$ cat config.mk
export PLATFORM = sky130hd
export DESIGN_NAME = id3v24_tag_frame_splitter
export DESIGN_NICKNAME = d
export VERILOG_FILES = /design/src/rtl/core/id3fs_pkg.sv /design/src/rtl/core/id3fs_front.sv /design/src/rtl/core/id3fs_queue.sv /design/src/rtl/core/id3fs_back.sv /design/src/rtl/core/id3v24_tag_frame_splitter.sv
export SDC_FILE = /design/constraint.sdc
export NUM_CORES = 1
export LEC_CHECK = 0
export ABC_AREA = 1
export BUFFER_PORTS_ARGS = -buffer_cell sky130_fd_sc_hd__buf_4
export CAP_MARGIN = 20
export CORE_MARGIN = 4
export CORE_UTILIZATION = 45
export DETAILED_ROUTE_END_ITERATION = 10
export PLACE_DENSITY_LB_ADDON = 0.08
export RECOVER_POWER = 25
export SYNTH_ARGS = -nofsm -noshare
export SYNTH_HDL_FRONTEND = slang
export SYNTH_SLANG_ARGS = --single-unit
$ cat constraint.sdc
create_clock -name clk_i -period 5.4 [get_ports clk_i]
set_clock_uncertainty 0.1 [all_clocks]
set_input_delay 1.08 -clock clk_i [delete_from_list [all_inputs] [get_ports clk_i]]
set_output_delay 1.08 -clock clk_i [all_outputs]
set_load 0.02 [all_outputs]
$ cat src/rtl/core/id3fs_pkg.sv
// ----------------------------------------------------------------------------
// id3fs_pkg
// shared types and constants of the id3v2.4 tag frame splitter
// ----------------------------------------------------------------------------
package id3fs_pkg;

  // parser phase
  typedef enum logic [2:0] {
    PH_TAG      = 3'd0,
    PH_FHDR     = 3'd1,
    PH_PAY      = 3'd2,
    PH_DONE     = 3'd3,
    PH_BADMAGIC = 3'd4,
    PH_BADVER   = 3'd5
  } phase_e;

  // classification of each result byte
  typedef enum logic [2:0] {
    KIND_TAG_HDR   = 3'd0,
    KIND_FRAME_HDR = 3'd1,
    KIND_PAYLOAD   = 3'd2,
    KIND_AFTER_END = 3'd3,
    KIND_REJECTED  = 3'd4
  } kind_e;

  typedef enum logic [1:0] {
    ST_PARSING     = 2'd0,
    ST_BAD_MAGIC   = 2'd1,
    ST_BAD_VERSION = 2'd2,
    ST_COMPLETE    = 2'd3
  } status_e;

  localparam logic [7:0] MAGIC_0 = 8'h49;  // 'I'
  localparam logic [7:0] MAGIC_1 = 8'h44;  // 'D'
  localparam logic [7:0] MAGIC_2 = 8'h33;  // '3'

  localparam logic [7:0] RESET_VERSION = 8'd4;

  // byte positions inside a 10-byte header
  localparam logic [3:0] MAGIC_BYTES   = 4'd3;
  localparam logic [3:0] VERSION_POS   = 4'd3;
  localparam logic [3:0] TAG_SIZE_POS  = 4'd6;
  localparam logic [3:0] ID_END_POS    = 4'd4;
  localparam logic [3:0] SIZE_END_POS  = 4'd8;
  localparam logic [3:0] HDR_LAST_POS  = 4'd9;

  localparam logic [30:0] FRAME_HDR_BYTES = 31'd10;

  // classified byte as it travels through the queue
  typedef struct packed {
    logic [7:0] data;
    logic       file_start;
    logic [2:0] magic_hit;
    logic       version_ok;
  } entry_t;

endpackage

$ cat src/rtl/core/id3fs_front.sv
// ----------------------------------------------------------------------------
// id3fs_front
// input side: accepts bytes and tags them with magic and version matches
// ----------------------------------------------------------------------------
module id3fs_front (
  input  logic              in_valid_i,
  input  logic [7:0]        data_byte_i,
  input  logic              file_start_i,
  input  logic [7:0]        accepted_version_i,
  input  logic              queue_full_i,
  output logic              in_stall_o,
  output logic              push_o,
  output id3fs_pkg::entry_t entry_o
);

  assign in_stall_o = queue_full_i;
  assign push_o     = in_valid_i & ~queue_full_i;

  always_comb begin
    entry_o.data         = data_byte_i;
    entry_o.file_start   = file_start_i;
    entry_o.magic_hit[0] = (data_byte_i == id3fs_pkg::MAGIC_0);
    entry_o.magic_hit[1] = (data_byte_i == id3fs_pkg::MAGIC_1);
    entry_o.magic_hit[2] = (data_byte_i == id3fs_pkg::MAGIC_2);
    entry_o.version_ok   = (data_byte_i == accepted_version_i);
  end

endmodule

$ cat src/rtl/core/id3fs_queue.sv
// ----------------------------------------------------------------------------
// id3fs_queue
// short queue of classified bytes between front and back
// ----------------------------------------------------------------------------
module id3fs_queue #(
  parameter int unsigned DEPTH = 2
) (
  input  logic              clk_i,
  input  logic              rst_ni,
  input  logic              push_i,
  input  id3fs_pkg::entry_t entry_i,
  input  logic              pop_i,
  output logic              valid_o,
  output logic              full_o,
  output id3fs_pkg::entry_t entry_o
);

  localparam int unsigned PW = $clog2(DEPTH);
  localparam int unsigned CW = $clog2(DEPTH + 1);

  id3fs_pkg::entry_t mem_q [DEPTH];

  logic [PW-1:0] wr_ptr_q, wr_ptr_d;
  logic [PW-1:0] rd_ptr_q, rd_ptr_d;
  logic [CW-1:0] count_q, count_d;

  assign valid_o = (count_q != '0);
  assign full_o  = (count_q == CW'(DEPTH));
  assign entry_o = mem_q[rd_ptr_q];

  always_comb begin
    wr_ptr_d = wr_ptr_q;
    rd_ptr_d = rd_ptr_q;
    count_d  = count_q;
    if (push_i) begin
      wr_ptr_d = (wr_ptr_q == PW'(DEPTH - 1)) ? '0 : wr_ptr_q + 1'b1;
    end
    if (pop_i) begin
      rd_ptr_d = (rd_ptr_q == PW'(DEPTH - 1)) ? '0 : rd_ptr_q + 1'b1;
    end
    case ({push_i, pop_i})
      2'b10:   count_d = count_q + 1'b1;
      2'b01:   count_d = count_q - 1'b1;
      default: count_d = count_q;
    endcase
  end

  always_ff @(posedge clk_i or negedge rst_ni) begin
    if (!rst_ni) begin
      wr_ptr_q <= '0;
      rd_ptr_q <= '0;
      count_q  <= '0;
    end else begin
      wr_ptr_q <= wr_ptr_d;
      rd_ptr_q <= rd_ptr_d;
      count_q  <= count_d;
    end
  end

  always_ff @(posedge clk_i) begin
    if (push_i) begin
      mem_q[wr_ptr_q] <= entry_i;
    end
  end

endmodule

$ cat src/rtl/core/id3fs_back.sv
// ----------------------------------------------------------------------------
// id3fs_back
// parser state machine and result register
// ----------------------------------------------------------------------------
module id3fs_back (
  input  logic              clk_i,
  input  logic              rst_ni,
  input  logic              entry_valid_i,
  input  id3fs_pkg::entry_t entry_i,
  output logic              pop_o,
  output logic              out_valid_o,
  input  logic              out_stall_i,
  output logic [2:0]        byte_kind_o,
  output logic [7:0]        payload_byte_o,
  output logic              frame_header_done_o,
  output logic [31:0]       frame_id_o,
  output logic [27:0]       frame_length_o,
  output logic              payload_last_o,
  output logic [1:0]        parse_status_o
);

  id3fs_pkg::phase_e phase_q, phase_d, phase_cur;
  logic [3:0]  hc_q, hc_d, hc_cur;
  logic [27:0] tag_q, tag_d, tag_cur;
  logic [29:0] cons_q, cons_d, cons_cur;
  logic [31:0] id_q, id_d, id_cur;
  logic [27:0] size_q, size_d, size_cur;
  logic [27:0] left_q, left_d, left_cur;

  logic [7:0]  b;
  logic        fs;
  logic [27:0] tag_shifted;
  logic [27:0] size_shifted;
  logic [31:0] id_shifted;
  logic [30:0] sum;
  logic [29:0] cons_sat;
  logic        more_after_hdr;
  logic        more_after_pay;
  logic [27:0] left_dec;
  logic        bad_magic;
  logic        bad_ver;

  // result register
  logic        out_valid_q;
  id3fs_pkg::kind_e   kind_d, kind_q;
  id3fs_pkg::status_e status_d, status_q;
  logic [7:0]  pbyte_d, pbyte_q;
  logic        hdone_d, hdone_q;
  logic [31:0] fid_d, fid_q;
  logic [27:0] flen_d, flen_q;
  logic        plast_d, plast_q;

  assign pop_o = entry_valid_i & (~out_valid_q | ~out_stall_i);

  assign b  = entry_i.data;
  assign fs = entry_i.file_start;

  // a file start clears the parse state before this byte
  assign phase_cur = fs ? id3fs_pkg::PH_TAG : phase_q;
  assign hc_cur    = fs ? 4'd0  : hc_q;
  assign tag_cur   = fs ? '0    : tag_q;
  assign cons_cur  = fs ? '0    : cons_q;
  assign id_cur    = fs ? '0    : id_q;
  assign size_cur  = fs ? '0    : size_q;
  assign left_cur  = fs ? '0    : left_q;

  assign tag_shifted  = {tag_cur[20:0], b[6:0]};
  assign size_shifted = {size_cur[20:0], b[6:0]};
  assign id_shifted   = {id_cur[23:0], b};

  // consumed count after this frame header, saturating at 30 bits
  assign sum      = {1'b0, cons_cur} + id3fs_pkg::FRAME_HDR_BYTES + {3'b000, size_cur};
  assign cons_sat = sum[30] ? '1 : sum[29:0];

  assign more_after_hdr = (cons_sat < {2'b00, tag_cur});
  assign more_after_pay = (cons_cur < {2'b00, tag_cur});
  assign left_dec       = left_cur - {27'd0, (left_cur != '0)};

  assign bad_magic = (phase_cur == id3fs_pkg::PH_TAG) && (hc_cur < id3fs_pkg::MAGIC_BYTES)
                     && !entry_i.magic_hit[hc_cur[1:0]];
  assign bad_ver   = (phase_cur == id3fs_pkg::PH_TAG) && (hc_cur == id3fs_pkg::VERSION_POS)
                     && !entry_i.version_ok;

  // next state
  always_comb begin
    phase_d = phase_cur;
    hc_d    = hc_cur;
    tag_d   = tag_cur;
    cons_d  = cons_cur;
    id_d    = id_cur;
    size_d  = size_cur;
    left_d  = left_cur;
    case (phase_cur)
      id3fs_pkg::PH_TAG: begin
        if (bad_magic) begin
          phase_d = id3fs_pkg::PH_BADMAGIC;
        end else if (bad_ver) begin
          phase_d = id3fs_pkg::PH_BADVER;
        end else begin
          if (hc_cur >= id3fs_pkg::TAG_SIZE_POS) begin
            tag_d = tag_shifted;
          end
          if (hc_cur >= id3fs_pkg::HDR_LAST_POS) begin
            cons_d  = '0;
            hc_d    = 4'd0;
            phase_d = (tag_shifted != '0) ? id3fs_pkg::PH_FHDR : id3fs_pkg::PH_DONE;
          end else begin
            hc_d = hc_cur + 4'd1;
          end
        end
      end
      id3fs_pkg::PH_FHDR: begin
        if (hc_cur < id3fs_pkg::ID_END_POS) begin
          id_d = id_shifted;
        end else if (hc_cur < id3fs_pkg::SIZE_END_POS) begin
          size_d = size_shifted;
        end
        if (hc_cur >= id3fs_pkg::HDR_LAST_POS) begin
          cons_d = cons_sat;
          hc_d   = 4'd0;
          if (size_cur == '0) begin
            phase_d = more_after_hdr ? id3fs_pkg::PH_FHDR : id3fs_pkg::PH_DONE;
          end else begin
            left_d  = size_cur;
            phase_d = id3fs_pkg::PH_PAY;
          end
        end else begin
          hc_d = hc_cur + 4'd1;
        end
      end
      id3fs_pkg::PH_PAY: begin
        left_d = left_dec;
        if (left_dec == '0) begin
          hc_d    = 4'd0;
          phase_d = more_after_pay ? id3fs_pkg::PH_FHDR : id3fs_pkg::PH_DONE;
        end
      end
      default: begin
        phase_d = phase_cur;
      end
    endcase
  end

  // result fields
  always_comb begin
    kind_d   = id3fs_pkg::KIND_TAG_HDR;
    status_d = id3fs_pkg::ST_PARSING;
    pbyte_d  = 8'd0;
    hdone_d  = 1'b0;
    fid_d    = '0;
    flen_d   = '0;
    plast_d  = 1'b0;
    case (phase_cur)
      id3fs_pkg::PH_TAG: begin
        if (bad_magic) begin
          kind_d   = id3fs_pkg::KIND_REJECTED;
          status_d = id3fs_pkg::ST_BAD_MAGIC;
        end else if (bad_ver) begin
          kind_d   = id3fs_pkg::KIND_REJECTED;
          status_d = id3fs_pkg::ST_BAD_VERSION;
        end else if ((hc_cur >= id3fs_pkg::HDR_LAST_POS) && (tag_shifted == '0)) begin
          status_d = id3fs_pkg::ST_COMPLETE;
        end
      end
      id3fs_pkg::PH_FHDR: begin
        kind_d = id3fs_pkg::KIND_FRAME_HDR;
        if (hc_cur >= id3fs_pkg::HDR_LAST_POS) begin
          hdone_d = 1'b1;
          fid_d   = id_cur;
          flen_d  = size_cur;
          if (size_cur == '0) begin
            plast_d = 1'b1;
            if (!more_after_hdr) begin
              status_d = id3fs_pkg::ST_COMPLETE;
            end
          end
        end
      end
      id3fs_pkg::PH_PAY: begin
        kind_d  = id3fs_pkg::KIND_PAYLOAD;
        pbyte_d = b;
        if (left_dec == '0) begin
          plast_d = 1'b1;
          if (!more_after_pay) begin
            status_d = id3fs_pkg::ST_COMPLETE;
          end
        end
      end
      id3fs_pkg::PH_DONE: begin
        kind_d   = id3fs_pkg::KIND_AFTER_END;
        status_d = id3fs_pkg::ST_COMPLETE;
      end
      id3fs_pkg::PH_BADMAGIC: begin
        kind_d   = id3fs_pkg::KIND_REJECTED;
        status_d = id3fs_pkg::ST_BAD_MAGIC;
      end
      default: begin
        kind_d   = id3fs_pkg::KIND_REJECTED;
        status_d = id3fs_pkg::ST_BAD_VERSION;
      end
    endcase
  end

  always_ff @(posedge clk_i or negedge rst_ni) begin
    if (!rst_ni) begin
      phase_q     <= id3fs_pkg::PH_TAG;
      hc_q        <= 4'd0;
      tag_q       <= '0;
      cons_q      <= '0;
      id_q        <= '0;
      size_q      <= '0;
      left_q      <= '0;
      out_valid_q <= 1'b0;
    end else begin
      if (pop_o) begin
        phase_q <= phase_d;
        hc_q    <= hc_d;
        tag_q   <= tag_d;
        cons_q  <= cons_d;
        id_q    <= id_d;
        size_q  <= size_d;
        left_q  <= left_d;
      end
      out_valid_q <= pop_o | (out_valid_q & out_stall_i);
    end
  end

  always_ff @(posedge clk_i) begin
    if (pop_o) begin
      kind_q   <= kind_d;
      status_q <= status_d;
      pbyte_q  <= pbyte_d;
      hdone_q  <= hdone_d;
      fid_q    <= fid_d;
      flen_q   <= flen_d;
      plast_q  <= plast_d;
    end
  end

  assign out_valid_o         = out_valid_q;
  assign byte_kind_o         = kind_q;
  assign payload_byte_o      = pbyte_q;
  assign frame_header_done_o = hdone_q;
  assign frame_id_o          = fid_q;
  assign frame_length_o      = flen_q;
  assign payload_last_o      = plast_q;
  assign parse_status_o      = status_q;

  // header byte index never runs past the last header byte
  a_hc_range: assert property (@(posedge clk_i) disable iff (!rst_ni)
    hc_q <= id3fs_pkg::HDR_LAST_POS)
    else $error("header byte index out of range");

  // payload phase always has bytes left to pass
  a_pay_left: assert property (@(posedge clk_i) disable iff (!rst_ni)
    (phase_q == id3fs_pkg::PH_PAY) |-> (left_q != '0))
    else $error("payload phase with nothing left");

  // tag end is sticky until a file start comes through
  a_done_sticky: assert property (@(posedge clk_i) disable iff (!rst_ni)
    ((phase_q == id3fs_pkg::PH_DONE) && !(pop_o && fs)) |=> (phase_q == id3fs_pkg::PH_DONE))
    else $error("left tag end without file start");

  // a new result only appears after a byte was taken from the queue
  a_out_from_pop: assert property (@(posedge clk_i) disable iff (!rst_ni)
    $rose(out_valid_q) |-> $past(pop_o))
    else $error("result without queue pop");

endmodule

$ cat src/rtl/core/id3v24_tag_frame_splitter.sv
// ----------------------------------------------------------------------------
// id3v24_tag_frame_splitter
// byte-serial splitter of an id3v2 tag into frames
// ----------------------------------------------------------------------------
// takes a file one byte per transaction and returns one result transaction for
// every byte: the byte's kind (tag header, frame header, payload, after tag end,
// rejected), the payload byte itself, a header-done flag carrying the frame id
// and its decoded syncsafe length, a last-payload flag and the parse status.
// the tag must start with "ID3" and carry the major version held in the one
// configuration register (reset value 4); a mismatch rejects the rest of the
// file until a byte arrives with file_start_i high. while the output is not
// stalled the block sustains one byte per clock cycle with back-to-back
// transactions on both channels. the result of a byte passes through the
// queue and then the result register before it reaches the output. the one
// byte per cycle is held by the parser loop in the back end, which per byte
// advances the header counters and does one 30-bit add and compare of the
// consumed count against the tag size. a short queue separates the input
// classifier from the parser, so the input keeps flowing for up to
// QUEUE_DEPTH bytes while a finished result waits in the output register; a
// full queue takes no byte in the cycle it drains, so the input is still
// stalled while the first byte drains after an output stall ends.
// ----------------------------------------------------------------------------
module id3v24_tag_frame_splitter #(
  parameter int unsigned QUEUE_DEPTH = 2
) (
  input  logic        clk_i,
  input  logic        rst_ni,
  // configuration write channel
  input  logic        cfg_valid_i,
  output logic        cfg_ready_o,
  input  logic [7:0]  cfg_data_i,
  // input byte channel
  input  logic        in_valid_i,
  output logic        in_stall_o,
  input  logic [7:0]  data_byte_i,
  input  logic        file_start_i,
  // result channel
  output logic        out_valid_o,
  input  logic        out_stall_i,
  output logic [2:0]  byte_kind_o,
  output logic [7:0]  payload_byte_o,
  output logic        frame_header_done_o,
  output logic [31:0] frame_id_o,
  output logic [27:0] frame_length_o,
  output logic        payload_last_o,
  output logic [1:0]  parse_status_o
);

  // accepted major version; the user must write it only while the block is idle, the block does not enforce this
  logic [7:0] accepted_version_q;

  // front to queue
  logic              push;
  id3fs_pkg::entry_t front_entry;
  logic              queue_full;

  // queue to back
  logic              queue_valid;
  id3fs_pkg::entry_t queue_entry;
  logic              pop;

  // the register is always writable
  assign cfg_ready_o = 1'b1;

  always_ff @(posedge clk_i or negedge rst_ni) begin
    if (!rst_ni) begin
      accepted_version_q <= id3fs_pkg::RESET_VERSION;
    end else if (cfg_valid_i && cfg_ready_o) begin
      accepted_version_q <= cfg_data_i;
    end
  end

  // front: accept and classify each byte
  id3fs_front u_front (
    .in_valid_i         (in_valid_i),
    .data_byte_i        (data_byte_i),
    .file_start_i       (file_start_i),
    .accepted_version_i (accepted_version_q),
    .queue_full_i       (queue_full),
    .in_stall_o         (in_stall_o),
    .push_o             (push),
    .entry_o            (front_entry)
  );

  // decoupling queue
  id3fs_queue #(
    .DEPTH (QUEUE_DEPTH)
  ) u_queue (
    .clk_i   (clk_i),
    .rst_ni  (rst_ni),
    .push_i  (push),
    .entry_i (front_entry),
    .pop_i   (pop),
    .valid_o (queue_valid),
    .full_o  (queue_full),
    .entry_o (queue_entry)
  );

  // back: parser and result register
  id3fs_back u_back (
    .clk_i               (clk_i),
    .rst_ni              (rst_ni),
    .entry_valid_i       (queue_valid),
    .entry_i             (queue_entry),
    .pop_o               (pop),
    .out_valid_o         (out_valid_o),
    .out_stall_i         (out_stall_i),
    .byte_kind_o         (byte_kind_o),
    .payload_byte_o      (payload_byte_o),
    .frame_header_done_o (frame_header_done_o),
    .frame_id_o          (frame_id_o),
    .frame_length_o      (frame_length_o),
    .payload_last_o      (payload_last_o),
    .parse_status_o      (parse_status_o)
  );

endmodule
# Word-level counts from Yosys, hierarchy flattened
# Memories as Yosys holds them, arrays and structs flattened.
# Cells that the tools add are included.
# classes
n_lt_le_gt_ge	8
reduce_logical	16
n_eq_ne	12
bitwise_logic	8
addsub	8
n_mux	64
# op_table
operator	count
2-to-1 mux 28 bit	12
2-to-1 mux 30 bit	6
2-to-1 mux 32 bit	3
logical NOT 28 bit	3
< comparator 30 x 28 -> 1 bit	2
case mux 30 bit (2 select lines)	1
case mux 28 bit (2 select lines)	1
nonzero test 28 bit	2
adder 30 x 4 -> 31 bit (second input constant)	1
adder 31 x 28 -> 31 bit	1
subtractor 28 x 1 -> 28 bit	1
2-to-1 mux 3 bit	9
2-to-1 mux 2 bit	11
2-to-1 mux 4 bit	5
== test 8 x 7 -> 1 bit (second input constant)	2
case mux 3 bit (4 select lines)	1
case mux 4 bit (3 select lines)	1
case mux 2 bit (5 select lines)	1
2-to-1 mux 1 bit	9
case mux 3 bit (3 select lines)	1
== test 8 x 6 -> 1 bit (second input constant)	1
== test 8 bit	1
== test 3 x 2 -> 1 bit (second input constant)	2
logical AND 1 bit	5
other kinds (25)	34
# word_totals
elab_cells	136
mem_count	1
reg_bits	241
output_inout_bits	78
inputBits	22
ram_bits	26
# memory_table
name	depth	width	read_ports	rd_clocked_by_memory_dff	wr	line	source
u_queue.mem_q	2	13	1	0	1	id3fs_queue.sv:21	id3fs_pkg::entry_t mem_q [DEPTH];

# Logic depth before layout (Yosys ltp)
# An unclocked memory read counts as a cell.
# logic_depth
depth_word	10
mapped_depth	40
depth_no_buf	35

# By module
# Synthesis repeated with hierarchy kept, for this count alone.
# unflattened
cells_unflattened	2407
area_unflattened_um2	17730.8
# by_module_without_submodules
mod	cells_per_inst	instances	seq_area_each_um2	area_per_inst_um2
id3fs_back	2212	1	6105.9	15896.5
id3fs_queue	92	1	880.8	1214.9
id3v24_tag_frame_splitter	36	1	201.4	317.8
id3fs_front	67	1	0.0	301.5

# Worst setup path after synthesis
# Ideal clock, no wire load.
# synth_timing
kind	register to register
from	register u_queue.rd_ptr_q
to	register u_back.status_q[0], in the netlist u_back.parse_status_o[0], data pin
path_stages_with_launch	37
arrival_time_ps	5085
path_buffers	8
slack_ps	-50
setup_time_ps	265
required_time_ps	5035
cell_sequence	dfrtp_1 > inv_2 > nand2_2 > nand2_4 > buf_6 > buf_8 > buf_4 > buf_4 > buf_2 > buf_1 > clkbuf_1 > nor2_1 > ha_1 > ha_1 > nand2_1 > inv_1 > nand2_1 > nand2_1 > a21oi_1 > nand2_1 > nand2_1 > inv_1 > nor2_2 > inv_1 > clkbuf_1 > nor2_1 > inv_1 > ha_1 > a21oi_1 > nor2_1 > a211oi_1 > o221a_2 > nand2_1 > nand2_1 > nand2_1 > nand3_1 > nand4_1
# synth_via
elab_chain_cells	10
word_cells_on_any_way	43
cone_classes	add/sub: 3; order compare: 4; eq/ne: 5; mux: 18; reduce/logical: 12; memory: 1
# synth_lines
item	line	source
start, declared	id3fs_queue.sv:24	logic [PW-1:0] rd_ptr_q, rd_ptr_d;
start signal, assigned	id3fs_queue.sv:55	rd_ptr_q <= rd_ptr_d;
memory read (2 x 13 bit) *	n/a	
2-to-1 mux 30 bit	id3fs_back.sv:62	assign cons_cur = fs ? '0 : cons_q;
adder 30 x 4 -> 31 bit	id3fs_back.sv:72	assign sum = {1'b0, cons_cur} + id3fs_pkg::FRAME_HDR_BYTES + {3'b000, size_cur};
adder 31 x 28 -> 31 bit	id3fs_back.sv:72	
2-to-1 mux 30 bit	id3fs_back.sv:73	assign cons_sat = sum[30] ? '1 : sum[29:0];
< comparator 30 x 28 -> 1 bit	id3fs_back.sv:75	assign more_after_hdr = (cons_sat < {2'b00, tag_cur});
2-to-1 mux 2 bit	id3fs_back.sv:173	if (!more_after_hdr) begin
2-to-1 mux 2 bit	id3fs_back.sv:171	if (size_cur == '0) begin
2-to-1 mux 2 bit	id3fs_back.sv:167	if (hc_cur >= id3fs_pkg::HDR_LAST_POS) begin
case mux 2 bit (5 select lines) *	id3fs_back.sv:153	case (phase_cur)
named net u_back.status_d[0]	id3fs_back.sv:46	id3fs_pkg::status_e status_d, status_q;
end signal, assigned	id3fs_back.sv:231	status_q <= status_d;
end, declared	id3fs_back.sv:46	
# Mark *: on every way through the listed nets, which the timed path passes. The rest lies on a longest branch. The select of a mux whose other input is x is not followed.
# A chain may end at the register's enable or synchronous reset.

# Worst setup path after layout
# layout_timing
from	register u_queue.rd_ptr_q
to	register u_back.status_q[1], in the netlist u_back.parse_status_o[1], data pin
# The elaborated chain is that of the path after synthesis.

==> impl_metrics.tcl <==
set metrics [dict create \
    outcome "finished with violations" \
    violations "capacitance limit, slew limit" \
    yosysSeqAreaShare_pct 40.9 \
    drt_iter0_drc 1196 \
    clock-sinks 267 \
    dp_hpwl_mm 40.6 \
    avgSynthCellArea_um2 7.45 \
    yosys.area_share.xor_xnor_pct 1.55 \
    grtUsageTotal_pct 25.4 \
    placed_cell_area_um2 19000 \
    synth_compound_area_share_pct 16.6 \
    dp_slack_ps 124 \
    tns_ps 0 \
    wire_per_inst_um 18.2 \
    gp_congestion 0.973 \
    worst_pin_slew_ps 2880 \
    ys.flop_type "dfrtp_1" \
    r2r-start "u_queue.rd_ptr_q" \
    cts_tree "built" \
    yosysTopAreaCell "dfrtp_1" \
    rr_worst_depth 31 \
    grt_pass1_wl_mm 85.3 \
    synth.most_common_cell "nand2_1" \
    slew_headroom_pct -93.4 \
    die_y_um 206 \
    gr-total-overflow 0 \
    die_x_um 206 \
    cts-hold-fix-buffers 0 \
    synth_cell_types 64 \
    ir_drop_uv 286 \
    synth.area.mux_share_pct 0.684 \
    slew_violations 162 \
    critical_path_required_ps 5610 \
    instances_no_fill 2999 \
    max_freq_mhz 198 \
    die_area_um2 42300 \
    critPathTopFamily "simple AND/OR/NAND/NOR gates" \
    syn_area_um2 17600 \
    h-tree-depth 1 \
    vias 16100 \
    clk_latency_ps 580 \
    crit_cells 31 \
    hold_viol_final 0 \
    core_um2 38600 \
    crit_path_end_kind "flop" \
    antennaDiodeCount 0 \
    fin_area_um2 20000 \
    critPathMaxStageDelay_ps 400 \
    synth_fa_ha_area_share_pct 6.88 \
    fin_crit_ps 5050 \
    crit_end "u_back.parse_status_o[1]" \
    cp-startpoint "u_queue.rd_ptr_q" \
    drt-total-wl_mm 54.6 \
    ant_nets 0 \
    setup_ws_ps 354 \
    critPathKind "flop to flop" \
    yosys-top-cells-count "nand2_1 (418), nor2_1 (359), inv_1 (346)" \
    setup_violations 0 \
    synth_top_area_share_pct 23.5 \
    antenna_found_initial 0 \
    drive_gt1_share_pct 11.1 \
    syn-num-nets 2475 \
    synthTopCellsByArea "dfrtp_1 (24%), edfxtp_1 (17%), nand2_1 (8.9%), nor2_1 (7.7%), inv_1 (7.4%)" \
    synthArstFlopShare_pct 62.2 \
    period_share_pct 93.4 \
    rr_endpoint "u_back.parse_status_o[1]" \
    power_density_nw_per_um2 746 \
    worstPathArrival_ps 5250 \
    start_util_pct 45.4 \
    multi_input_area_um2 8620 \
    fin_hold_ws_ps 378 \
    synth_top_family_by_area "simple AND/OR/NAND/NOR gates" \
    routed_via_density 5.38 \
    start_kind "flop" \
    port_buffers 98 \
    synth-edff-count 101 \
    clockBufferDepth 3 \
    rows 72 \
    rrSetupSlack_ps 350 \
    cts_buffers 30 \
    seqCellArea_um2 7190 \
    ys_warn_count 0 \
    postSynthCellCount 2357 \
    num-nets-final 2575 \
    grt_pass1_vias 15300 \
    grt_max_degree 92 \
    crit_buf_inv 8 \
    ios 100 \
    crit_path_frequent_cell "nand2_1" \
    rsz0062_at_grt "no" \
    maxCapViolCount 2 \
    dp_cells 2939 \
    leakage_nw 9.57 \
    drc 0 \
    yosys.area_share.simple_pct 23.1 \
    path_clk_slew_ps 60 \
    path_max_fanout 38 \
    dr.pass1.iters 6 \
    syn2layout_area_growth_pct 13.9 \
    fillers 3789 \
    slowest_stage "dfrtp_2" \
    cts-root-buf "clkbuf_16" \
    ys_ff_latch 267 \
    min_path_type "flop to flop" \
]
==> where the power goes <==
group	switching, mW	internal [mW]	leakage, nW
Sequential	0.350	3.02	3.03
Clock	0.843	1.18	0.471
Combinational	6.41	3.13	6.07
Total	7.60	7.33	9.57
==> routing by layer <==
layer	up-vias	wire [um]	GRT usage, %
li1	7982	-	-
met1	7616	25500	37.2
met2	444	24300	39.7
met3	85	3260	3.59
met4	0	1540	6.91
met5	-	0	0
==> through the flow <==
step / power (mW) / util [%]
2_1_floorplan: 9.93 / -
3_3_place_gp: 12.7 / 49.2
3_5_place_dp: 12.8 / 49.2
4_1_cts: 14.9 / 51.7
5_1_grt: 16.3 / 51.8
6_report: 14.9 / 51.8
==> cell families after synthesis <==
| logic type | count (synthesis) |
|---|---|
| AO/OA/AOI/OAI | 526 |
| multiplexers | 11 |
| adder cells (fa/ha/maj) | 96 |
| XOR/XNOR | 31 |
| buffers and inverters | 454 |
| other | 1 |
| flip-flops | 267 |
| AND/OR/NAND/NOR | 971 |
==> repair_timing <==
action                                  in CTS  in global routing
endpoints found under the setup margin       0                  3
buffers inserted                             0                  2
resized for setup                            0                 13
hold endpoints to repair                     0                  0
==> worst min path at each step <==
| stage | depth (start not counted) | end | from |
|---|---|---|---|
| global route | 2 | u_back.tag_q[25] | u_back.tag_q[25] |
| finish | 2 | u_back.tag_q[20] | u_back.tag_q[20] |
| floorplan | 2 | u_back.tag_q[10] | u_back.tag_q[10] |
| detailed placement | 2 | u_back.tag_q[25] | u_back.tag_q[25] |
| CTS | 2 | u_back.tag_q[25] | u_back.tag_q[25] |
| global placement | 2 | u_back.tag_q[24] | u_back.tag_q[24] |
==> worst reg2reg max path, delay by kind of cell (launching register included) <==
kind | cells | cell delay (ps)
AO/OA/AOI/OAI | 3 | 570
adder cells (fa/ha/maj) | 3 | 890
buffers and inverters | 8 | 1030
flip-flops | 1 | 400
AND/OR/NAND/NOR | 17 | 1800
==> flip-flops by register name, indices dropped and copies added (netlist names) <==
signal                      count
u_back.frame_length_o          28
u_back.tag_q                   28
u_back.phase_q                  3
u_back.frame_header_done_o      1
u_queue.count_q                 2
u_back.payload_last_o           1
u_back.byte_kind_o              3
u_back.payload_byte_o           8
u_back.cons_q                  30
u_back.left_q                  28
accepted_version_q              8
u_back.parse_status_o           2
u_queue.wr_ptr_q                1
u_back.out_valid_o              1
u_back.size_q                  28
u_back.hc_q                     4
u_back.id_q                    32
u_queue.rd_ptr_q                1
u_queue.mem_q                  26
u_back.frame_id_o              32
==> layout make-up <==
| type | count | share of cell area [%] |
|---|---|---|
| clock buffer | 39 | 3.97 |
| clock inverter | 17 | 0.838 |
| multi-input combinational | 1636 | 43.1 |
| tap | 518 | 3.24 |
| timing repair buffer | 162 | 6.13 |
| timing repair inverter | 1 | 0.0375 |
| sequential | 267 | 35.9 |
| inverter | 359 | 6.77 |
==> placed cells by master (no fill, tap or decap), types with 27 or more instances in the layout <==
| cell type | netlist | layout |
|---|---|---|
| a21oi_1 | 218 | 217 |
| dfrtp_1 | 165 | 164 |
| inv_1 | 346 | 343 |
| clkbuf_16 | 0 | 30 |
| buf_4 | 6 | 144 |
| nand2_1 | 418 | 418 |
| edfxtp_1 | 101 | 101 |
| ha_1 | 95 | 95 |
| nor3_1 | 28 | 27 |
| nand4_1 | 31 | 31 |
| nand3_1 | 77 | 77 |
| nor2_1 | 359 | 356 |
| o21ai_0 | 199 | 199 |
(Power assumes the default switching activity.)
